==> src/sv/ctbs_pkg.sv <==
package ctbs_pkg;

    // default sizes, handed to the top level parameters
    localparam int DEF_MAX_DELIMITER = 16;
    localparam int DEF_LENGTH_BITS   = 16;

    // result queue between the scan step and the output port
    localparam int Q_DEPTH = 4;
    localparam int Q_PTR_W = $clog2(Q_DEPTH);
    localparam int Q_CNT_W = $clog2(Q_DEPTH + 1);

    // character codes
    localparam logic [7:0] CH_TAB        = 8'h09;
    localparam logic [7:0] CH_LF         = 8'h0A;
    localparam logic [7:0] CH_CR         = 8'h0D;
    localparam logic [7:0] CH_SPACE      = 8'h20;
    localparam logic [7:0] CH_DQUOTE     = 8'h22;
    localparam logic [7:0] CH_HASH       = 8'h23;
    localparam logic [7:0] CH_SQUOTE     = 8'h27;
    localparam logic [7:0] CH_LPAREN     = 8'h28;
    localparam logic [7:0] CH_RPAREN     = 8'h29;
    localparam logic [7:0] CH_STAR       = 8'h2A;
    localparam logic [7:0] CH_DOT        = 8'h2E;
    localparam logic [7:0] CH_SLASH      = 8'h2F;
    localparam logic [7:0] CH_DIGIT_0    = 8'h30;
    localparam logic [7:0] CH_DIGIT_9    = 8'h39;
    localparam logic [7:0] CH_UPPER_A    = 8'h41;
    localparam logic [7:0] CH_UPPER_R    = 8'h52;
    localparam logic [7:0] CH_UPPER_Z    = 8'h5A;
    localparam logic [7:0] CH_BSLASH     = 8'h5C;
    localparam logic [7:0] CH_UNDERSCORE = 8'h5F;
    localparam logic [7:0] CH_LOWER_A    = 8'h61;
    localparam logic [7:0] CH_LOWER_Z    = 8'h7A;

    typedef enum logic [3:0] {
        KIND_SPACE  = 4'd0,
        KIND_LINE   = 4'd1,
        KIND_BLOCK  = 4'd2,
        KIND_PP     = 4'd3,
        KIND_RAW    = 4'd4,
        KIND_IDENT  = 4'd5,
        KIND_NUMBER = 4'd6,
        KIND_STRING = 4'd7,
        KIND_CHAR   = 4'd8,
        KIND_OTHER  = 4'd9
    } t_kind;

    typedef enum logic [3:0] {
        MODE_IDLE,
        MODE_SPACE,
        MODE_LINE,
        MODE_BLOCK,
        MODE_BLOCK_STAR,
        MODE_PP,
        MODE_PP_BS,
        MODE_PP_BS_CR,
        MODE_RAW_DELIM,
        MODE_RAW_BODY,
        MODE_RAW_MATCH,
        MODE_IDENT,
        MODE_NUMBER,
        MODE_STRING,
        MODE_CHAR
    } t_mode;

    typedef struct packed {
        t_kind       kind;
        logic [15:0] length;
        logic        closed;
        logic        final_token;
    } t_token;

    // up to two tokens come out of one byte, slot 0 first
    typedef struct packed {
        logic [1:0]         vld;
        t_token [1:0]       tok;
    } t_step_out;

    function automatic logic is_alpha(logic [7:0] c);
        return (c >= CH_LOWER_A && c <= CH_LOWER_Z) ||
               (c >= CH_UPPER_A && c <= CH_UPPER_Z) || (c == CH_UNDERSCORE);
    endfunction

    function automatic logic is_digit(logic [7:0] c);
        return (c >= CH_DIGIT_0) && (c <= CH_DIGIT_9);
    endfunction

    function automatic logic is_cont(logic [7:0] c);
        return is_alpha(c) || is_digit(c);
    endfunction

    function automatic logic is_ws(logic [7:0] c);
        return (c == CH_SPACE) || (c == CH_TAB) || (c == CH_LF) || (c == CH_CR);
    endfunction

endpackage

==> src/sv/c_token_boundary_scanner_core.sv <==
// path: a byte taken into the input register is scanned from there once the queue has room;
// its tokens are written into the result queue, which drives the output
// throughput: one byte per cycle when not stalled; a byte can yield two tokens while the output side
// moves one token per cycle while i_stall is low, so input stalls when the queue holds more than two
// reset: i_rst_n synchronous active low, clears scan state and queue; the raw-string
// delimiter store is not cleared and is only read after being written
module c_token_boundary_scanner_core #(
    parameter int MAX_DELIMITER = ctbs_pkg::DEF_MAX_DELIMITER,
    parameter int LENGTH_BITS   = ctbs_pkg::DEF_LENGTH_BITS
) (
    input  logic        i_clk,
    input  logic        i_rst_n,
    // byte input channel
    input  logic        i_valid,
    output logic        o_stall,
    input  logic [7:0]  i_text_byte,
    input  logic        i_end_of_text,
    // token output channel
    output logic        o_valid,
    input  logic        i_stall,
    output logic [3:0]  o_token_kind,
    output logic [15:0] o_token_length,
    output logic        o_closed,
    output logic        o_final_token
);

    // input register
    logic                           r_in_vld;
    logic [7:0]                     r_in_byte;
    logic                           r_in_eot;

    // scan step and queue
    logic                           fire;
    logic                           pop;
    ctbs_pkg::t_step_out            step_res;
    ctbs_pkg::t_token               head;
    logic [ctbs_pkg::Q_CNT_W-1:0]   q_count;

    // a held byte is scanned once the queue has room for two tokens
    assign fire    = r_in_vld && (q_count <= ctbs_pkg::Q_CNT_W'(ctbs_pkg::Q_DEPTH - 2));
    // the input register refills in the same cycle its byte is scanned
    assign o_stall = r_in_vld && !fire;

    always_ff @(posedge i_clk) begin
        if (!i_rst_n) begin
            r_in_vld <= 1'b0;
        end else if (!o_stall) begin
            r_in_vld <= i_valid;
        end
    end

    // payload beat, held while stalled
    always_ff @(posedge i_clk) begin
        if (i_valid && !o_stall) begin
            r_in_byte <= i_text_byte;
            r_in_eot  <= i_end_of_text;
        end
    end

    // mode decode, length count, delimiter match and flush for one byte
    ctbs_step #(
        .MAX_DELIMITER (MAX_DELIMITER),
        .LENGTH_BITS   (LENGTH_BITS)
    ) u_step (
        .i_clk   (i_clk),
        .i_rst_n (i_rst_n),
        .i_fire  (fire),
        .i_byte  (r_in_byte),
        .i_eot   (r_in_eot),
        .o_res   (step_res)
    );

    // result queue, doubles as the output register
    ctbs_fifo u_fifo (
        .i_clk   (i_clk),
        .i_rst_n (i_rst_n),
        .i_push  (step_res),
        .i_pop   (pop),
        .o_head  (head),
        .o_count (q_count)
    );

    assign o_valid        = (q_count != '0);
    assign pop            = o_valid && !i_stall;
    assign o_token_kind   = head.kind;
    assign o_token_length = head.length;
    assign o_closed       = head.closed;
    assign o_final_token  = head.final_token;

endmodule

==> src/sv/ctbs_step.sv <==
module ctbs_step #(
    parameter int MAX_DELIMITER = ctbs_pkg::DEF_MAX_DELIMITER,
    parameter int LENGTH_BITS   = ctbs_pkg::DEF_LENGTH_BITS
) (
    input  logic                  i_clk,
    input  logic                  i_rst_n,
    input  logic                  i_fire,
    input  logic [7:0]            i_byte,
    input  logic                  i_eot,
    output ctbs_pkg::t_step_out   o_res
);

    localparam int DLW = $clog2(MAX_DELIMITER + 1);
    localparam int AW  = (MAX_DELIMITER > 1) ? $clog2(MAX_DELIMITER) : 1;

    ctbs_pkg::t_mode          r_mode, n_mode;
    logic                     r_la, n_la;
    logic [LENGTH_BITS-1:0]   r_len, n_len;
    logic                     r_esc, n_esc;
    logic [DLW-1:0]           r_match, n_match;
    logic [DLW-1:0]           r_dlen, n_dlen;
    logic                     r_als, n_als;

    // delimiter store, read one entry ahead of use
    logic [7:0]               r_dlm [MAX_DELIMITER];
    logic [7:0]               r_dlm_q;
    logic                     wr_en;
    logic [AW-1:0]            wr_addr;

    logic                     p_grow, p_emit, p_closed, p_start, p_body;
    ctbs_pkg::t_kind          p_kind;
    logic                     f_emit;
    ctbs_pkg::t_kind          f_kind;
    logic [1:0]               n_cnt;
    ctbs_pkg::t_step_out      n_res;

    function automatic ctbs_pkg::t_token mk_tok(ctbs_pkg::t_kind kind,
                                                logic [LENGTH_BITS-1:0] len,
                                                logic closed);
        ctbs_pkg::t_token       t;
        logic [LENGTH_BITS+15:0] wide;
        wide          = {16'b0, len};
        t.kind        = kind;
        t.length      = wide[15:0];
        t.closed      = closed;
        t.final_token = 1'b0;
        return t;
    endfunction

    always_comb begin
        n_mode  = r_mode;
        n_la    = r_la;
        n_len   = r_len;
        n_esc   = r_esc;
        n_match = r_match;
        n_dlen  = r_dlen;
        n_als   = r_als;
        wr_en   = 1'b0;
        wr_addr = r_dlen[AW-1:0];
        p_grow  = 1'b0;
        p_emit  = 1'b0;
        p_closed = 1'b0;
        p_start = 1'b0;
        p_body  = 1'b0;
        p_kind  = ctbs_pkg::KIND_OTHER;
        f_emit  = 1'b0;
        f_kind  = ctbs_pkg::KIND_OTHER;
        n_cnt   = 2'd0;
        n_res   = '0;

        if (i_fire) begin
            unique case (r_mode)
                ctbs_pkg::MODE_IDLE: begin
                    if (r_la) begin
                        n_la = 1'b0;
                        if (i_byte == ctbs_pkg::CH_SLASH) begin
                            n_mode = ctbs_pkg::MODE_LINE;
                            p_grow = 1'b1;
                        end else if (i_byte == ctbs_pkg::CH_STAR) begin
                            n_mode = ctbs_pkg::MODE_BLOCK;
                            p_grow = 1'b1;
                        end else begin
                            p_emit  = 1'b1;
                            p_kind  = ctbs_pkg::KIND_OTHER;
                            p_start = 1'b1;
                        end
                    end else begin
                        p_start = 1'b1;
                    end
                end
                ctbs_pkg::MODE_SPACE: begin
                    if (ctbs_pkg::is_ws(i_byte)) begin
                        p_grow = 1'b1;
                    end else begin
                        p_emit  = 1'b1;
                        p_kind  = ctbs_pkg::KIND_SPACE;
                        p_start = 1'b1;
                    end
                end
                ctbs_pkg::MODE_LINE: begin
                    if (i_byte == ctbs_pkg::CH_LF) begin
                        p_emit   = 1'b1;
                        p_kind   = ctbs_pkg::KIND_LINE;
                        p_closed = 1'b1;
                        p_start  = 1'b1;
                    end else begin
                        p_grow = 1'b1;
                    end
                end
                ctbs_pkg::MODE_BLOCK: begin
                    p_grow = 1'b1;
                    if (i_byte == ctbs_pkg::CH_STAR) begin
                        n_mode = ctbs_pkg::MODE_BLOCK_STAR;
                    end
                end
                ctbs_pkg::MODE_BLOCK_STAR: begin
                    p_grow = 1'b1;
                    if (i_byte == ctbs_pkg::CH_SLASH) begin
                        p_emit   = 1'b1;
                        p_kind   = ctbs_pkg::KIND_BLOCK;
                        p_closed = 1'b1;
                    end else if (i_byte != ctbs_pkg::CH_STAR) begin
                        n_mode = ctbs_pkg::MODE_BLOCK;
                    end
                end
                ctbs_pkg::MODE_PP: begin
                    if (i_byte == ctbs_pkg::CH_LF) begin
                        p_emit  = 1'b1;
                        p_kind  = ctbs_pkg::KIND_PP;
                        p_start = 1'b1;
                    end else begin
                        p_grow = 1'b1;
                        n_mode = (i_byte == ctbs_pkg::CH_BSLASH) ? ctbs_pkg::MODE_PP_BS
                                                                : ctbs_pkg::MODE_PP;
                    end
                end
                ctbs_pkg::MODE_PP_BS_CR: begin
                    p_grow = 1'b1;
                    n_mode = (i_byte == ctbs_pkg::CH_BSLASH) ? ctbs_pkg::MODE_PP_BS
                                                            : ctbs_pkg::MODE_PP;
                end
                ctbs_pkg::MODE_PP_BS: begin
                    p_grow = 1'b1;
                    if (i_byte == ctbs_pkg::CH_CR) begin
                        n_mode = ctbs_pkg::MODE_PP_BS_CR;
                    end else if (i_byte == ctbs_pkg::CH_BSLASH) begin
                        n_mode = ctbs_pkg::MODE_PP_BS;
                    end else begin
                        n_mode = ctbs_pkg::MODE_PP;
                    end
                end
                ctbs_pkg::MODE_RAW_DELIM: begin
                    if (i_byte == ctbs_pkg::CH_LPAREN) begin
                        p_grow = 1'b1;
                        n_mode = ctbs_pkg::MODE_RAW_BODY;
                    end else if (i_byte == ctbs_pkg::CH_LF ||
                                 r_dlen >= DLW'(MAX_DELIMITER)) begin
                        p_emit  = 1'b1;
                        p_kind  = ctbs_pkg::KIND_RAW;
                        p_start = 1'b1;
                    end else begin
                        wr_en  = 1'b1;
                        n_dlen = DLW'(r_dlen + 1'b1);
                        p_grow = 1'b1;
                    end
                end
                ctbs_pkg::MODE_RAW_BODY: begin
                    p_body = 1'b1;
                end
                ctbs_pkg::MODE_RAW_MATCH: begin
                    if (r_match < r_dlen) begin
                        if (i_byte == r_dlm_q) begin
                            p_grow  = 1'b1;
                            n_match = DLW'(r_match + 1'b1);
                        end else begin
                            p_body = 1'b1;
                        end
                    end else if (i_byte == ctbs_pkg::CH_DQUOTE) begin
                        p_grow   = 1'b1;
                        p_emit   = 1'b1;
                        p_kind   = ctbs_pkg::KIND_RAW;
                        p_closed = 1'b1;
                    end else begin
                        p_body = 1'b1;
                    end
                end
                ctbs_pkg::MODE_IDENT: begin
                    n_la = 1'b0;
                    if (r_la && i_byte == ctbs_pkg::CH_DQUOTE) begin
                        n_mode  = ctbs_pkg::MODE_RAW_DELIM;
                        n_dlen  = '0;
                        n_match = '0;
                        p_grow  = 1'b1;
                    end else if (ctbs_pkg::is_cont(i_byte)) begin
                        p_grow = 1'b1;
                    end else begin
                        p_emit  = 1'b1;
                        p_kind  = ctbs_pkg::KIND_IDENT;
                        p_start = 1'b1;
                    end
                end
                ctbs_pkg::MODE_NUMBER: begin
                    if (ctbs_pkg::is_cont(i_byte) || i_byte == ctbs_pkg::CH_DOT ||
                        i_byte == ctbs_pkg::CH_SQUOTE) begin
                        p_grow = 1'b1;
                    end else begin
                        p_emit  = 1'b1;
                        p_kind  = ctbs_pkg::KIND_NUMBER;
                        p_start = 1'b1;
                    end
                end
                ctbs_pkg::MODE_STRING, ctbs_pkg::MODE_CHAR: begin
                    p_kind = (r_mode == ctbs_pkg::MODE_STRING) ? ctbs_pkg::KIND_STRING
                                                              : ctbs_pkg::KIND_CHAR;
                    if (r_esc) begin
                        p_grow = 1'b1;
                        n_esc  = 1'b0;
                    end else if ((r_mode == ctbs_pkg::MODE_STRING &&
                                  i_byte == ctbs_pkg::CH_DQUOTE) ||
                                 (r_mode == ctbs_pkg::MODE_CHAR &&
                                  i_byte == ctbs_pkg::CH_SQUOTE)) begin
                        p_grow   = 1'b1;
                        p_emit   = 1'b1;
                        p_closed = 1'b1;
                    end else if (i_byte == ctbs_pkg::CH_LF) begin
                        p_emit  = 1'b1;
                        p_start = 1'b1;
                    end else begin
                        p_grow = 1'b1;
                        if (i_byte == ctbs_pkg::CH_BSLASH) begin
                            n_esc = 1'b1;
                        end
                    end
                end
                default: begin
                    n_mode  = ctbs_pkg::MODE_IDLE;
                    p_start = 1'b1;
                end
            endcase

            // raw string body byte, a close paren opens a delimiter match
            if (p_body) begin
                p_grow = 1'b1;
                if (i_byte == ctbs_pkg::CH_RPAREN) begin
                    n_mode  = ctbs_pkg::MODE_RAW_MATCH;
                    n_match = '0;
                end else begin
                    n_mode = ctbs_pkg::MODE_RAW_BODY;
                end
            end

            if (p_grow && n_len != '1) begin
                n_len = LENGTH_BITS'(n_len + 1'b1);
            end

            if (p_emit) begin
                n_res.tok[n_cnt[0]] = mk_tok(p_kind, n_len, p_closed);
                n_res.vld[n_cnt[0]] = 1'b1;
                n_cnt   = 2'(n_cnt + 1'b1);
                n_len   = '0;
                n_mode  = ctbs_pkg::MODE_IDLE;
                n_la    = 1'b0;
                n_esc   = 1'b0;
                n_match = '0;
            end

            // this byte opens the next token
            if (p_start) begin
                n_len = LENGTH_BITS'(1);
                n_esc = 1'b0;
                if (i_byte == ctbs_pkg::CH_HASH && r_als) begin
                    n_mode = ctbs_pkg::MODE_PP;
                end else if (i_byte == ctbs_pkg::CH_SLASH) begin
                    n_mode = ctbs_pkg::MODE_IDLE;
                    n_la   = 1'b1;
                end else if (i_byte == ctbs_pkg::CH_UPPER_R) begin
                    n_mode = ctbs_pkg::MODE_IDENT;
                    n_la   = 1'b1;
                end else if (ctbs_pkg::is_alpha(i_byte)) begin
                    n_mode = ctbs_pkg::MODE_IDENT;
                end else if (ctbs_pkg::is_digit(i_byte)) begin
                    n_mode = ctbs_pkg::MODE_NUMBER;
                end else if (i_byte == ctbs_pkg::CH_DQUOTE) begin
                    n_mode = ctbs_pkg::MODE_STRING;
                end else if (i_byte == ctbs_pkg::CH_SQUOTE) begin
                    n_mode = ctbs_pkg::MODE_CHAR;
                end else if (ctbs_pkg::is_ws(i_byte)) begin
                    n_mode = ctbs_pkg::MODE_SPACE;
                end else begin
                    n_res.tok[n_cnt[0]] = mk_tok(ctbs_pkg::KIND_OTHER, n_len, 1'b0);
                    n_res.vld[n_cnt[0]] = 1'b1;
                    n_cnt   = 2'(n_cnt + 1'b1);
                    n_len   = '0;
                    n_mode  = ctbs_pkg::MODE_IDLE;
                    n_la    = 1'b0;
                    n_match = '0;
                end
            end

            if (i_eot) begin
                f_emit = 1'b1;
                unique case (n_mode) inside
                    ctbs_pkg::MODE_IDLE: begin
                        f_emit = n_la;
                        f_kind = ctbs_pkg::KIND_OTHER;
                    end
                    ctbs_pkg::MODE_SPACE:  f_kind = ctbs_pkg::KIND_SPACE;
                    ctbs_pkg::MODE_LINE:   f_kind = ctbs_pkg::KIND_LINE;
                    ctbs_pkg::MODE_BLOCK, ctbs_pkg::MODE_BLOCK_STAR:
                        f_kind = ctbs_pkg::KIND_BLOCK;
                    ctbs_pkg::MODE_PP, ctbs_pkg::MODE_PP_BS, ctbs_pkg::MODE_PP_BS_CR:
                        f_kind = ctbs_pkg::KIND_PP;
                    ctbs_pkg::MODE_RAW_DELIM, ctbs_pkg::MODE_RAW_BODY,
                    ctbs_pkg::MODE_RAW_MATCH:
                        f_kind = ctbs_pkg::KIND_RAW;
                    ctbs_pkg::MODE_IDENT:  f_kind = ctbs_pkg::KIND_IDENT;
                    ctbs_pkg::MODE_NUMBER: f_kind = ctbs_pkg::KIND_NUMBER;
                    ctbs_pkg::MODE_STRING: f_kind = ctbs_pkg::KIND_STRING;
                    ctbs_pkg::MODE_CHAR:   f_kind = ctbs_pkg::KIND_CHAR;
                    default:               f_emit = 1'b0;
                endcase
                if (f_emit) begin
                    n_res.tok[n_cnt[0]] = mk_tok(f_kind, n_len, 1'b0);
                    n_res.vld[n_cnt[0]] = 1'b1;
                    n_cnt = 2'(n_cnt + 1'b1);
                end
                if (n_cnt != 2'd0) begin
                    n_res.tok[n_cnt[1]].final_token = 1'b1;
                end
                n_mode  = ctbs_pkg::MODE_IDLE;
                n_la    = 1'b0;
                n_len   = '0;
                n_esc   = 1'b0;
                n_match = '0;
                n_dlen  = '0;
                n_als   = 1'b1;
            end else begin
                n_als = (i_byte == ctbs_pkg::CH_LF);
            end
        end
    end

    assign o_res = n_res;

    always_ff @(posedge i_clk) begin
        if (!i_rst_n) begin
            r_mode  <= ctbs_pkg::MODE_IDLE;
            r_la    <= 1'b0;
            r_len   <= '0;
            r_esc   <= 1'b0;
            r_match <= '0;
            r_dlen  <= '0;
            r_als   <= 1'b1;
        end else begin
            r_mode  <= n_mode;
            r_la    <= n_la;
            r_len   <= n_len;
            r_esc   <= n_esc;
            r_match <= n_match;
            r_dlen  <= n_dlen;
            r_als   <= n_als;
        end
    end

    // entry for the next compare is fetched as the match index moves
    always_ff @(posedge i_clk) begin
        if (wr_en) begin
            r_dlm[wr_addr] <= i_byte;
        end
        r_dlm_q <= r_dlm[n_match[AW-1:0]];
    end

    a_la_mode: assert property (@(posedge i_clk) disable iff (!i_rst_n)
        r_la |-> (r_mode == ctbs_pkg::MODE_IDLE || r_mode == ctbs_pkg::MODE_IDENT))
        else $error("held start byte outside idle or identifier");

    a_esc_mode: assert property (@(posedge i_clk) disable iff (!i_rst_n)
        r_esc |-> (r_mode == ctbs_pkg::MODE_STRING || r_mode == ctbs_pkg::MODE_CHAR))
        else $error("escape pending outside a quoted literal");

    a_dlen_bound: assert property (@(posedge i_clk) disable iff (!i_rst_n)
        (r_dlen <= DLW'(MAX_DELIMITER)) &&
        ((r_mode == ctbs_pkg::MODE_RAW_MATCH) -> (r_match <= r_dlen)))
        else $error("delimiter length or match index out of range");

    a_eot_flush: assert property (@(posedge i_clk) disable iff (!i_rst_n)
        (i_fire && i_eot) |-> o_res.vld[0])
        else $error("end of text produced no token");

    a_eot_clear: assert property (@(posedge i_clk) disable iff (!i_rst_n)
        (i_fire && i_eot) |=> (r_mode == ctbs_pkg::MODE_IDLE && r_len == '0 && r_als))
        else $error("scan state not cleared after end of text");

endmodule

==> src/sv/ctbs_fifo.sv <==
module ctbs_fifo (
    input  logic                           i_clk,
    input  logic                           i_rst_n,
    input  ctbs_pkg::t_step_out            i_push,
    input  logic                           i_pop,
    output ctbs_pkg::t_token               o_head,
    output logic [ctbs_pkg::Q_CNT_W-1:0]   o_count
);

    localparam int PW = ctbs_pkg::Q_PTR_W;
    localparam int CW = ctbs_pkg::Q_CNT_W;

    ctbs_pkg::t_token   r_buf [ctbs_pkg::Q_DEPTH];
    logic [PW-1:0]      r_wr, r_rd;
    logic [CW-1:0]      r_count;
    logic [CW-1:0]      push_n;

    assign push_n = CW'(i_push.vld[0]) + CW'(i_push.vld[1]);

    always_ff @(posedge i_clk) begin
        if (!i_rst_n) begin
            r_wr    <= '0;
            r_rd    <= '0;
            r_count <= '0;
        end else begin
            r_wr    <= PW'(r_wr + PW'(push_n));
            r_rd    <= PW'(r_rd + PW'(i_pop));
            r_count <= CW'(r_count + push_n - CW'(i_pop));
        end
    end

    always_ff @(posedge i_clk) begin
        if (i_push.vld[0]) begin
            r_buf[r_wr] <= i_push.tok[0];
        end
        if (i_push.vld[1]) begin
            r_buf[PW'(r_wr + PW'(1))] <= i_push.tok[1];
        end
    end

    assign o_head  = r_buf[r_rd];
    assign o_count = r_count;

    a_no_overflow: assert property (@(posedge i_clk) disable iff (!i_rst_n)
        (i_push.vld != 2'b00) |-> (r_count <= CW'(ctbs_pkg::Q_DEPTH - 2)))
        else $error("token queue pushed without room");

    a_no_underflow: assert property (@(posedge i_clk) disable iff (!i_rst_n)
        i_pop |-> (r_count != '0))
        else $error("token queue popped while empty");

    a_slot_order: assert property (@(posedge i_clk) disable iff (!i_rst_n)
        i_push.vld[1] |-> i_push.vld[0])
        else $error("second slot pushed without the first");

endmodule

==> config.mk <==
export PLATFORM = sky130hd
export DESIGN_NAME = c_token_boundary_scanner_core
export DESIGN_NICKNAME = d
export VERILOG_FILES = /design/src/sv/ctbs_pkg.sv /design/src/sv/c_token_boundary_scanner_core.sv /design/src/sv/ctbs_step.sv /design/src/sv/ctbs_fifo.sv
export SDC_FILE = /design/constraint.sdc
export NUM_CORES = 1
export LEC_CHECK = 0
export BUFFER_PORTS_ARGS = -buffer_cell sky130_fd_sc_hd__buf_2
export CAP_MARGIN = 20
export CORE_AREA = 2 2 150 152
export CTS_CLUSTER_SIZE = 24
export DETAILED_ROUTE_END_ITERATION = 7
export DIE_AREA = 0 0 152 154
export HOLD_SLACK_MARGIN = 0.05
export MAX_ROUTING_LAYER = met4
export PLACE_DENSITY = 0.86
export SYNTH_ARGS = -nofsm -noshare
export SYNTH_HDL_FRONTEND = slang
export SYNTH_SLANG_ARGS = --single-unit
==> constraint.sdc <==
create_clock -name i_clk -period 7.24 [get_ports i_clk]
set_input_delay 1.448 -clock i_clk [delete_from_list [all_inputs] [get_ports i_clk]]
set_output_delay 1.448 -clock i_clk [all_outputs]
set_load 0.01 [all_outputs]
; Word-level counts from Yosys, hierarchy flattened
; Memory sizes are Yosys's and may differ from the RTL's. A register that Yosys moved wholly into a read port is not among the register bits.
; Index checks and enable logic that the tools add are counted.
[word_totals]
reg_bits = 50
ram_bits = 216
in_bits = 13
output_inout_bits = 24
wordCells = 348
memories = 2
[memory_table]
columns = memory, words, width, rd, rd_clocked_by_memory_dff, write_ports, line
row1 = u_step.r_dlm, 16, 8, 1, 1, 1, ctbs_step.sv:25  ; logic [7:0] r_dlm [MAX_DELIMITER];
row2 = u_fifo.r_buf, 4, 22, 1, 1, 2, ctbs_fifo.sv:13  ; ctbs_pkg::t_token r_buf [ctbs_pkg::Q_DEPTH];
[classes]
n_addsub = 11
magnitude_cmp = 15
eq_ne = 49
mux = 206
bitwise_logic = 5
n_reduce_logical = 46
[op_table]
columns = cell, n
row1 = $mux 46, 15
row2 = $mux 16, 12
row3 = $mux 4, 37
row4 = $pmux 4 s9, 3
row5 = $mux 5, 20
row6 = $bwmux 44, 2
row7 = $mux 22, 4
row8 = $mux 1, 82
row9 = $eq 8x6->1 const B, 9
row10 = $demux 22 s1, 3
row11 = $eq 4x4->1 const B, 14
row12 = $mux 44, 1
row13 = $and 19x38->38, 1
row14 = $not 38->38, 1
row15 = $mux 2, 17
row16 = $eq 4x3->1 const B, 8
row17 = $eq 8x4->1 const B, 3
row18 = $eq 8x7->1 const B, 3
row19 = $pmux 5 s2, 2
row20 = $pmux 1 s9, 2
row21 = $add 16x1->16 const B, 1
row22 = $eq 4x2->1 const B, 4
row23 = $ge 8x7->1 const B, 2
row24 = $le 8x7->1 const B, 2
row25 = other kinds (42), 84

; Longest topological paths before layout
; Gate-level depths: netlist (run 1).
[depth]
depth_word = 39
depth_mapped = 24
mapped_depth_nobuf = 20

; Cells and area by module
; Synthesis (run 1) repeated with hierarchy kept, for this count alone.
[unflattened]
cells_unflattened = 1116
hier_area_um2 = 14387.5
[by_module_without_submodules]
columns = mod, instances, cells_each, area_each_um2, seq_area_each_um2
row1 = ctbs_step, 1, 843, 9380.2, 4664.5
row2 = ctbs_fifo, 1, 253, 4649.5, 2782.7
row3 = c_token_boundary_scanner_core, 1, 20, 357.8, 290.3

; Worst setup path after synthesis (run 1)
; OpenSTA, ideal clock, no wires.
[synth_path]
kind = register to register
startpoint = reg r_in_byte[4]
endpoint = mem u_fifo.r_buf[0][0] (netlist bit), enable pin
setup_time_ns = 0.432
arrival_time_ns = 5.572
required_time_ns = 6.808
path_slack_ns = 1.237
stages_incl_launch_ff = 19
n_path_buf = 4
synth_period_minus_slack_ns = 6.003
path_cell_list = edfxtp_1 buf_6 or4_4 or3_1 buf_2 nand2_4 inv_2 a221oi_4 nand2_2 or3_1 buf_2 clkinv_2 ha_1 mux2i_1 buf_2 nand3_1 a21oi_1 nand2_1 o21ai_0
[synth_lines]
columns = item, line
row1 = from (decl), c_token_boundary_scanner_core.sv:29  ; logic [7:0] r_in_byte;
row2 = from (signal assigned), c_token_boundary_scanner_core.sv:55  ; r_in_byte <= i_text_byte;
row3 = to (decl), ctbs_fifo.sv:13

; Worst setup path after layout (run 1)
[layout_path]
startpoint = reg r_in_byte[5]
endpoint = reg u_fifo.r_count[2] (netlist: u_fifo.o_count[2])
[layout_via]
elab_chain_cells = 36
word_cells_on_any_way = 166
classes_between = add/sub (4) / order compare (10) / eq/ne (31) / mux (98) / bitwise (2) / reduce/logical (21)
[layout_rtl]
columns = item, line
row1 = "$ge 8x7->1, or another cell as far along", ctbs_pkg.sv:80  ; return (c >= CH_LOWER_A && c <= CH_LOWER_Z) ||
row2 = "$logic_and 1x1->1, on equally long branches", "ctbs_pkg.sv:80, ctbs_pkg.sv:81"
row3 = $logic_or 1x1->1, ctbs_pkg.sv:80
row4 = $logic_or 1x1->1, ctbs_pkg.sv:81  ; (c >= CH_UPPER_A && c <= CH_UPPER_Z) || (c == CH_UNDERSCORE);
row5 = $logic_or 1x1->1, ctbs_pkg.sv:89  ; return is_alpha(c) || is_digit(c);
row6 = $logic_or 1x1->1 (2 in series), ctbs_step.sv:203  ; if (ctbs_pkg::is_cont(i_byte) || i_byte == ctbs_pkg::CH_DOT ||
row7 = $mux 1, ctbs_step.sv:203
row8 = $pmux 1 s9, ctbs_step.sv:72  ; unique case (r_mode)
row9 = [19 not listed], --
row10 = $mux 46, ctbs_step.sv:322  ; if (f_emit) begin
row11 = $mux 46, ctbs_step.sv:300  ; if (i_eot) begin
row12 = $mux 46, ctbs_step.sv:71  ; if (i_fire) begin
row13 = $mux 46 *, ctbs_step.sv:300
row14 = $mux 46 *, ctbs_step.sv:71
row15 = $add 1x1->2 *, ctbs_fifo.sv:18  ; assign push_n = CW'(i_push.vld[0]) + CW'(i_push.vld[1]);
row16 = $add 3x3->3 *, ctbs_fifo.sv:28  ; r_count <= CW'(r_count + push_n - CW'(i_pop));
row17 = $sub 3x1->3 *, ctbs_fifo.sv:28
row18 = to (signal assigned), ctbs_fifo.sv:28
row19 = to (decl), ctbs_fifo.sv:15  ; logic [CW-1:0] r_count;
; Every way passes the cells marked *; elsewhere a longest branch is shown, timed or not. The select of a mux whose other input is x is not followed.
; A chain may end at the register's enable or synchronous reset.

==> results of run 1 <==
==> registers in the layout, indices dropped and copies added (netlist names) <==
name / flops
r_in_byte: 8
r_in_eot: 1
r_in_vld: 1
u_fifo.o_count: 3
u_fifo.r_buf: 88
u_fifo.r_rd: 2
u_fifo.r_wr: 2
u_step.r_als: 1
u_step.r_dlen: 5
u_step.r_dlm: 128
u_step.r_dlm_q: 8
u_step.r_esc: 1
u_step.r_la: 1
u_step.r_len: 16
u_step.r_match: 5
u_step.r_mode: 4
==> synthesized netlist by cell type (10+ instances only) <==
cell type,n
nor2b_1,36
or3_1,10
dfxtp_1,49
and3_1,13
and2_1,17
o21ai_0,37
a22oi_1,21
mux2i_1,73
a21oi_1,47
nor2_1,88
ha_1,19
buf_2,12
nor3_1,64
nand4_1,11
clkbuf_1,36
mux4_2,30
nand2b_1,10
xor2_1,11
inv_1,21
xnor2_1,24
nand2_1,50
edfxtp_1,225
nand3_1,18
==> stage by stage <==
stage	power (uW)	instance area (sq um)	std cells
after detailed placement	2370	14000	1370
final	3800	14900	1424
after CTS	3790	14900	1422
after floorplan	2200	13600	1096
after global placement	2360	14000	1370
after global routing	3920	14900	1424
==> area by class of cell <==
cell class / instances / share of cell area
inverter: 23 / 0.00587
sequential: 274 / 0.518
tap: 280 / 0.0235
clock buffer: 34 / 0.0491
clock inverter: 18 / 0.0128
timing repair buffer: 65 / 0.0278
multi-input combinational: 730 / 0.362
==> metal layers <==
metal / track usage / part of all wire
met4: 0.113 / 0.038
met2: 0.447 / 0.47
met1: 0.383 / 0.41
met3: 0.0445 / 0.084
met5: - / 0
==> cell usage in the layout, fill, tap and decap left out, types with 30 or more instances in the layout <==
cell type / instances
dfxtp_1: 49
nor2b_1: 35
nor3_1: 64
buf_2: 36
edfxtp_1: 225
nor2_1: 87
nand2_1: 50
a21oi_1: 47
mux2i_1: 73
mux4_2: 30
o21ai_0: 36
==> path summary, 6_finish.rpt <==
path	to	depth (start not counted)	slack, ns
worst max-delay path	u_fifo.o_count[2]	17	0.74
worst min-delay path	u_step.r_dlen[4]	2	0.54
worst max register to register	u_fifo.o_count[2]	17	0.74
worst min register to register	u_step.r_dlen[4]	2	0.54
==> cell families after synthesis <==
kind of cell | after synthesis | share of synthesized area
buffers and inverters | 92 | 0.0327
XOR/XNOR | 35 | 0.0226
adder cells (fa/ha/maj) | 20 | 0.0190
AO/OA/AOI/OAI | 194 | 0.0998
multiplexers | 110 | 0.110
flip-flops | 274 | 0.570
AND/OR/NAND/NOR | 371 | 0.147
==> critical path, stage by stage (launching register included) <==
cell and delay, ns:
edfxtp_1 0.79, or4b_1 0.76, or4_1 0.63, a31o_2 0.28, nand3_1 0.18, or3_1 0.27
clkinv_2 0.16, ha_1 0.30, mux2i_1 0.65, nand3_1 0.44, a21oi_1 0.44, ha_1 0.25
inv_1 0.06, ha_1 0.29, fa_1 0.44, xor2_1 0.16, xnor2_1 0.12, and2_1 0.16
==> power by group <==
group | leakage (uW) | switching, uW | internal, uW
Sequential | 0.00252 | 40.5 | 1760
Combinational | 0.00192 | 327 | 230
Clock | 0.000458 | 610 | 836
Total | 0.00489 | 978 | 2830
==> impl_results.rst, run 1 <==
.. list-table::
   :header-rows: 1

   * - Metric
     - Value
   * - Unique masters post-synth
     - 87
   * - Area overhead of the layout relative to synthesis
     - 9.88%
   * - Global-route wire length before repair
     - 51.6 mm
   * - Largest net degree at the start of global routing
     - 58
   * - Cell types with the largest area share after synthesis
     - edfxtp_1, dfxtp_1, mux2i_1
   * - Synthesis warning total
     - 0
   * - Syn_nets
     - 1,129
   * - Routed via count
     - 9,518
   * - Final number of max-transition violations
     - 0
   * - Area occupied by multi-input gates
     - 5410 sq um
   * - Wire per inst
     - 23.0 microns
   * - Result of the run
     - completed
   * - Synth Cell Area
     - 13,600 sq um
   * - Clock latency of the later-clocked register in the worst-skew pair
     - 0.55 ns
   * - Rel. slew slack
     - 0.308
   * - Hold WC Path Type
     - reg -> reg
   * - Clock tree from TritonCTS
     - yes
   * - Data required time at the worst endpoint
     - 7.67 ns
   * - RePlAce Congestion
     - 0.997
   * - Die H
     - 154 microns
   * - Maximum clock frequency
     - 0.154 GHz
   * - Post-route DRC violation count
     - 0
   * - Final standard cell utilization of the core
     - 0.688
   * - Remaining global-route overflow
     - 0
   * - Crit Path Category
     - reg -> reg
   * - Clock net sink count
     - 274
   * - Setup repair bufs after CTS
     - 0
   * - Data arrival time of the critical path
     - 6.94 ns
   * - Number of DRC markers in iteration 0
     - 1,106
   * - Hold bufs inserted after CTS
     - 0
   * - Most used flip-flop cell after synthesis
     - edfxtp_1
   * - Worst setup slack after layout
     - 0.738 ns
   * - Final setup viols
     - 0
   * - Fraction of final layout cells sized beyond drive strength 1
     - 0.152
   * - Die Wd
     - 152 microns
   * - # port buffers
     - 36
   * - Seq cells post-synth
     - 274
   * - Worst slack at placement
     - 0.914 ns
   * - All-Layer GR Usage
     - 0.287
   * - Count of filler cells inserted in the layout
     - 1,432
   * - Diode count
     - 0
   * - Area of the core region
     - 21,700 sq um
   * - Sequential-to-total area share from yosys stat
     - 0.570
   * - Clock tree buffer depth
     - 3
   * - Start of the worst register-to-register path
     - r_in_byte[5]
   * - Setup clock skew after layout
     - 0.00876 ns
   * - Critical path peak fanout
     - 23
   * - Via count of the first global-routing pass
     - 9,301
   * - Leakage power figure
     - 0.00489 uW
   * - Area share of the largest cell type after synthesis
     - 0.497
   * - CTS clock-pin slew for the worst setup and hold paths
     - 0.06 ns
   * - # Max-Cap Violations
     - 0
   * - Initial antenna violation count
     - 0
   * - Antenna viol nets, final
     - 0
   * - Startpoint type of the worst setup path
     - register
   * - Root buffer selected by CTS
     - clkbuf_16
   * - Post-detailed-route via-to-cell ratio
     - 6.68
   * - Final hold violation count
     - 0
   * - Crit. End Element
     - register
   * - Gate Count Post-Synth
     - 1,096
   * - Num ports
     - 37
   * - RSZ-0062 raised after global routing
     - false
   * - Die ar.
     - 23,400 sq um
   * - Routed WL
     - 32.8 mm
   * - Count of standard-cell rows
     - 54
   * - Starting density of the core
     - 0.626
   * - Resized cells post-CTS
     - 0
   * - Total power per unit cell area
     - 255 nW/um^2
   * - Number of clock buffers inserted by TritonCTS
     - 28
   * - Launch point of the worst hold path
     - u_step.r_dlen[4]
   * - Number of nets at the end of the flow
     - 1,155
   * - Min Tclk post-route
     - 6.50 ns
   * - Part of the cycle the worst path needs
     - 0.898
   * - Flip-flop and latch area
     - 7740 sq um
   * - H-tree levels
     - 1
   * - Maximum ir drop on the vdd rail
     - 0.205 mV
   * - Setup TNS
     - 0 ns
   * - Post-synth EDFFs
     - 225
   * - Slew at the pin closest to its max-slew limit
     - 1.04 ns
   * - Post-DP HPWL
     - 20.9 mm
   * - Cell taking the most area after synthesis
     - edfxtp_1
   * - Number of iterations in the first detailed-routing pass
     - 6
   * - Crit path launch
     - r_in_byte[5]
   * - Share of flip-flops with an asynchronous set or reset
     - 0
   * - Average footprint of a synthesized cell
     - 12.4 sq um
   * - Final-layout worst hold slack
     - 0.538 ns
No activity file was read; power rests on OpenSTA's default activity.
==> run 2, diff against run 1 <==
CORE_AREA = 2 2 155 157   (was 2 2 150 152)
DIE_AREA = 0 0 157 159   (was 0 0 152 154)
PLACE_DENSITY = 0.85   (was 0.86)
REMOVE_ABC_BUFFERS = 1   (was unset)
SYNTH_HIERARCHICAL = 1   (was unset)
==> run 2 against run 1 <==
Compared with the run above:
- total power fell by 2.0%
- highest routed layer unchanged
- via count fell by 0.81%
- flip-flop and latch count did not move
- non-clock buffer count fell by 3
==> impl_results.rst, run 2 <==
.. list-table::
   :header-rows: 1

   * - Metric
     - Value
   * - Startpoint type of the worst setup path
     - register (unchanged)
   * - Setup repair bufs after CTS
     - 0 (unchanged)
   * - Hold bufs inserted after CTS
     - 0 (unchanged)
   * - RSZ-0062 raised after global routing
     - false (unchanged)
   * - Number of DRC markers in iteration 0
     - 901 (was 1,106)
   * - Most common cell after layout, fill and taps aside
     - edfxtp_1 (unchanged)
   * - Largest reg by FF count
     - u_step/r_dlm (was u_step.r_dlm)
   * - Setup clock skew after layout
     - 0.0248 ns (was 0.00876 ns)
   * - Rel. slew slack
     - 0.305 (was 0.308)
   * - Setup TNS
     - 0 ns (unchanged)
   * - Final hold violation count
     - 0 (unchanged)
   * - Maximum clock frequency
     - 0.165 GHz (was 0.154 GHz)
   * - Area share of the largest cell type after synthesis
     - 0.470 (was 0.497)
   * - Unique masters post-synth
     - 96 (was 87)
   * - Die Wd
     - 157 microns (was 152 microns)
   * - Final number of max-transition violations
     - 0 (unchanged)
   * - Area of the core region
     - 23,200 sq um (was 21,700 sq um)
   * - Routed via count
     - 9,441 (was 9,518)
   * - Hold WC Path Type
     - reg -> reg (unchanged)
   * - Post-DP HPWL
     - 21.1 mm (was 20.9 mm)
   * - Area overhead of the layout relative to synthesis
     - 9.03% (was 9.88%)
   * - Largest net degree at the start of global routing
     - 66 (was 58)
   * - Die ar.
     - 25,000 sq um (was 23,400 sq um)
   * - Total power per unit cell area
     - 238 nW/um^2 (was 255 nW/um^2)
   * - Post-detailed-route via-to-cell ratio
     - 6.35 (was 6.68)
   * - Clock latency of the later-clocked register in the worst-skew pair
     - 0.53 ns (was 0.55 ns)
   * - Final standard cell utilization of the core
     - 0.676 (was 0.688)
   * - Synthesis warning total
     - 6 (was 0)
   * - Launch point of the worst hold path
     - r_in_vld (was u_step.r_dlen[4])
   * - Num ports
     - 37 (unchanged)
   * - Routed WL
     - 33.0 mm (was 32.8 mm)
   * - Registers with the most flip-flops
     - u_step/r_dlm: 128 flops, u_fifo/r_buf: 88 flops, u_step/r_len: 16 flops (was u_step.r_dlm: 128 flops, u_fifo.r_buf: 88 flops, u_step.r_len: 16 flops)
   * - All-Layer GR Usage
     - 0.277 (was 0.287)
   * - Leading cell types by count after synthesis
     - edfxtp_1, mux2_2, nand2_1, nor2_1, mux2i_1 (was edfxtp_1, nor2_1, mux2i_1, nor3_1, nand2_1)
   * - Via count of the first global-routing pass
     - 9,332 (was 9,301)
   * - Start of the worst register-to-register path
     - r_in_byte[1] (was r_in_byte[5])
   * - Post-route DRC violation count
     - 0 (unchanged)
   * - Data arrival time of the critical path
     - 6.50 ns (was 6.94 ns)
   * - Root buffer selected by CTS
     - clkbuf_16 (unchanged)
   * - Part of the cycle the worst path needs
     - 0.839 (was 0.898)
   * - Worst hold path depth
     - 2 (unchanged)
   * - Register-to-register path setup slack
     - 1.17 ns (was 0.74 ns)
   * - Maximum ir drop on the vdd rail
     - 0.254 mV (was 0.205 mV)
   * - RePlAce Congestion
     - 0.984 (was 0.997)
   * - Crit. End Element
     - register (unchanged)
   * - Clock net sink count
     - 274 (unchanged)
   * - Final-layout worst hold slack
     - 0.532 ns (was 0.538 ns)
   * - Clock tree buffer depth
     - 3 (unchanged)
   * - Critical path peak fanout
     - 27 (was 23)
   * - Resized cells post-CTS
     - 0 (unchanged)
   * - Share of flip-flops with an asynchronous set or reset
     - 0 (unchanged)
   * - Leakage power figure
     - 0.00566 uW (was 0.00489 uW)
   * - Placed Instances
     - 1,436 (was 1,370)
   * - Leading cell types in the layout, fill and taps excluded
     - edfxtp_1, mux2_2, nand2_1, nor2_1, mux2i_1 (was edfxtp_1, nor2_1, mux2i_1, nor3_1, nand2_1)
   * - Data required time at the worst endpoint
     - 7.67 ns (about the same)
   * - Initial antenna violation count
     - 0 (unchanged)
   * - CTS clock-pin slew for the worst setup and hold paths
     - 0.07 ns (was 0.06 ns)
   * - Antenna viol nets, final
     - 0 (unchanged)
   * - Most repeated cell in the gate-level netlist after synthesis
     - edfxtp_1 (unchanged)
   * - H-tree levels
     - 1 (unchanged)
   * - Flip-flop and latch area
     - 7740 sq um (about the same)
   * - Remaining global-route overflow
     - 0 (unchanged)
   * - Non-filler cells in the finished layout
     - 1,486 (was 1,424)
   * - Seq cells post-synth
     - 274 (unchanged)
   * - Cell taking the most area after synthesis
     - edfxtp_1 (unchanged)
   * - Average footprint of a synthesized cell
     - 12.9 sq um (was 12.4 sq um)
   * - Number of iterations in the first detailed-routing pass
     - 5 (was 6)
   * - Min Tclk post-route
     - 6.07 ns (was 6.50 ns)
   * - # Max-Cap Violations
     - 0 (unchanged)
   * - Number of clock buffers inserted by TritonCTS
     - 27 (was 28)
   * - Max FFs per register
     - 128 (unchanged)
   * - Area occupied by multi-input gates
     - 6190 sq um (was 5410 sq um)
   * - Clock tree from TritonCTS
     - yes (unchanged)
   * - Starting density of the core
     - 0.620 (was 0.626)
   * - Global-route wire length before repair
     - 52.4 mm (was 51.6 mm)
   * - Crit Path Category
     - reg -> reg (unchanged)
   * - Result of the run
     - completed (unchanged)
   * - Count of standard-cell rows
     - 56 (was 54)
   * - Post-synth EDFFs
     - 225 (unchanged)
   * - Gate Count Post-Synth
     - 1,116 (was 1,096)
   * - Diode count
     - 0 (unchanged)
   * - Count of filler cells inserted in the layout
     - 1,566 (was 1,432)
   * - Sequential-to-total area share from yosys stat
     - 0.538 (was 0.570)
   * - R2R Path End
     - u_fifo/o_count[2] (was u_fifo.o_count[2])
   * - # port buffers
     - 36 (unchanged)
   * - Worst Hold Endpoint
     - r_in_vld (was u_step.r_dlen[4])
   * - Slew at the pin closest to its max-slew limit
     - 1.04 ns (about the same)
   * - Cell types with the largest area share after synthesis
     - edfxtp_1, mux2_2, dfxtp_1 (was edfxtp_1, dfxtp_1, mux2i_1)
   * - Die H
     - 159 microns (was 154 microns)
   * - Wire per inst
     - 22.2 microns (was 23.0 microns)
   * - Number of nets at the end of the flow
     - 1,178 (was 1,155)
   * - Most used flip-flop cell after synthesis
     - edfxtp_1 (unchanged)
   * - Cell depth of the worst flop-to-flop path
     - 18 (was 17)
   * - Synth Cell Area
     - 14,400 sq um (was 13,600 sq um)
   * - Fraction of final layout cells sized beyond drive strength 1
     - 0.252 (was 0.152)
   * - Final setup viols
     - 0 (unchanged)
==> run 2: cell types whose count changed after synthesis, moves of 13 or more <==
| cell | delta |
|---|---|
| mux2_2 | +106 |
| o2bb2ai_1 | +18 |
| a21oi_1 | -13 |
| clkbuf_1 | -15 |
| nor3_1 | -36 |
| nand2_1 | +17 |
| buf_4 | +18 |
| mux2i_1 | -15 |
| nor2_1 | -24 |
==> run 2: area by class of cell <==
| class | instances | area share |
|---|---|---|
| sequential | 274 | 0.493 |
| multi-input combinational | 756 | 0.395 |
| clock buffer | 37 | 0.0480 |
| tap | 319 | 0.0254 |
| timing repair buffer | 62 | 0.0246 |
| clock inverter | 12 | 0.00766 |
| inverter | 26 | 0.00622 |
==> run 2: worst max-delay path by stage <==
stage / start / endpoint / slack, ns / depth (start not counted)
after detailed placement: r_in_byte[1] / u_fifo/o_count[2] / 1.32 / 18
final: r_in_byte[1] / u_fifo/o_count[2] / 1.17 / 18
after global placement: r_in_byte[6] / u_fifo/o_count[2] / 1.38 / 18
after floorplan: r_in_byte[2] / u_fifo/r_buf[0][0] / 1.24 / 12
after CTS: r_in_byte[1] / u_fifo/o_count[2] / 1.30 / 18
after global routing: r_in_byte[3] / u_fifo/o_count[2] / 0.80 / 18
==> run 2: metal layers <==
layer  GRT usage  part of all wire
met5           -                 0
met4      0.0813             0.027
met3      0.0291             0.067
met2       0.442              0.49
met1       0.381              0.42
==> run 2: power by group <==
part | switching, uW | internal, uW | leakage (uW) | total [uW]
Sequential | 65.9 | 1760 | 0.00242 | 1830
Combinational | 280 | 241 | 0.00281 | 521
Clock | 576 | 801 | 0.000433 | 1380
==> run 2: stage by stage <==
step / power, uW / setup WS, ns / cell area, sq um
after floorplan: 2200 / 1.24 / 14000
after global placement: 2370 / 1.38 / 14800
after detailed placement: 2380 / 1.32 / 14800
after CTS: 3750 / 1.30 / 15700
after global routing: 3870 / 0.800 / 15700
final: 3730 / 1.17 / 15700
==> run 2: kinds of logic (layout without fill, tap and decap cells) <==
group                      count (synthesis)  count (layout)  share of synthesized area
other                                      1              16                   0.000261
and+or+nand+nor                          308             308                      0.117
DFF                                      274             274                      0.538
muxes                                    196             196                      0.172
adders and majority gates                 18              18                     0.0162
xor gates and xnor gates                  33              33                     0.0210
buffers and inverters                    101             137                     0.0385
AOI/OAI and AO/OA                        185             185                     0.0975
==> run 2: critical path, cell delays in order, from the launching register on <==
cell and delay [ns]:
edfxtp_1 0.57, buf_4 0.35, nor3b_2 0.42, nor2_1 0.10
o2bb2ai_1 0.50, o221ai_1 0.30, nor2_2 0.36, mux2i_1 0.32
nand4_1 0.26, o31ai_1 0.59, mux2_2 0.40, nor2_1 0.30
ha_1 0.37, xor2_1 0.20, ha_1 0.16, inv_1 0.04
fa_1 0.36, xnor3_1 0.18, and2_1 0.16
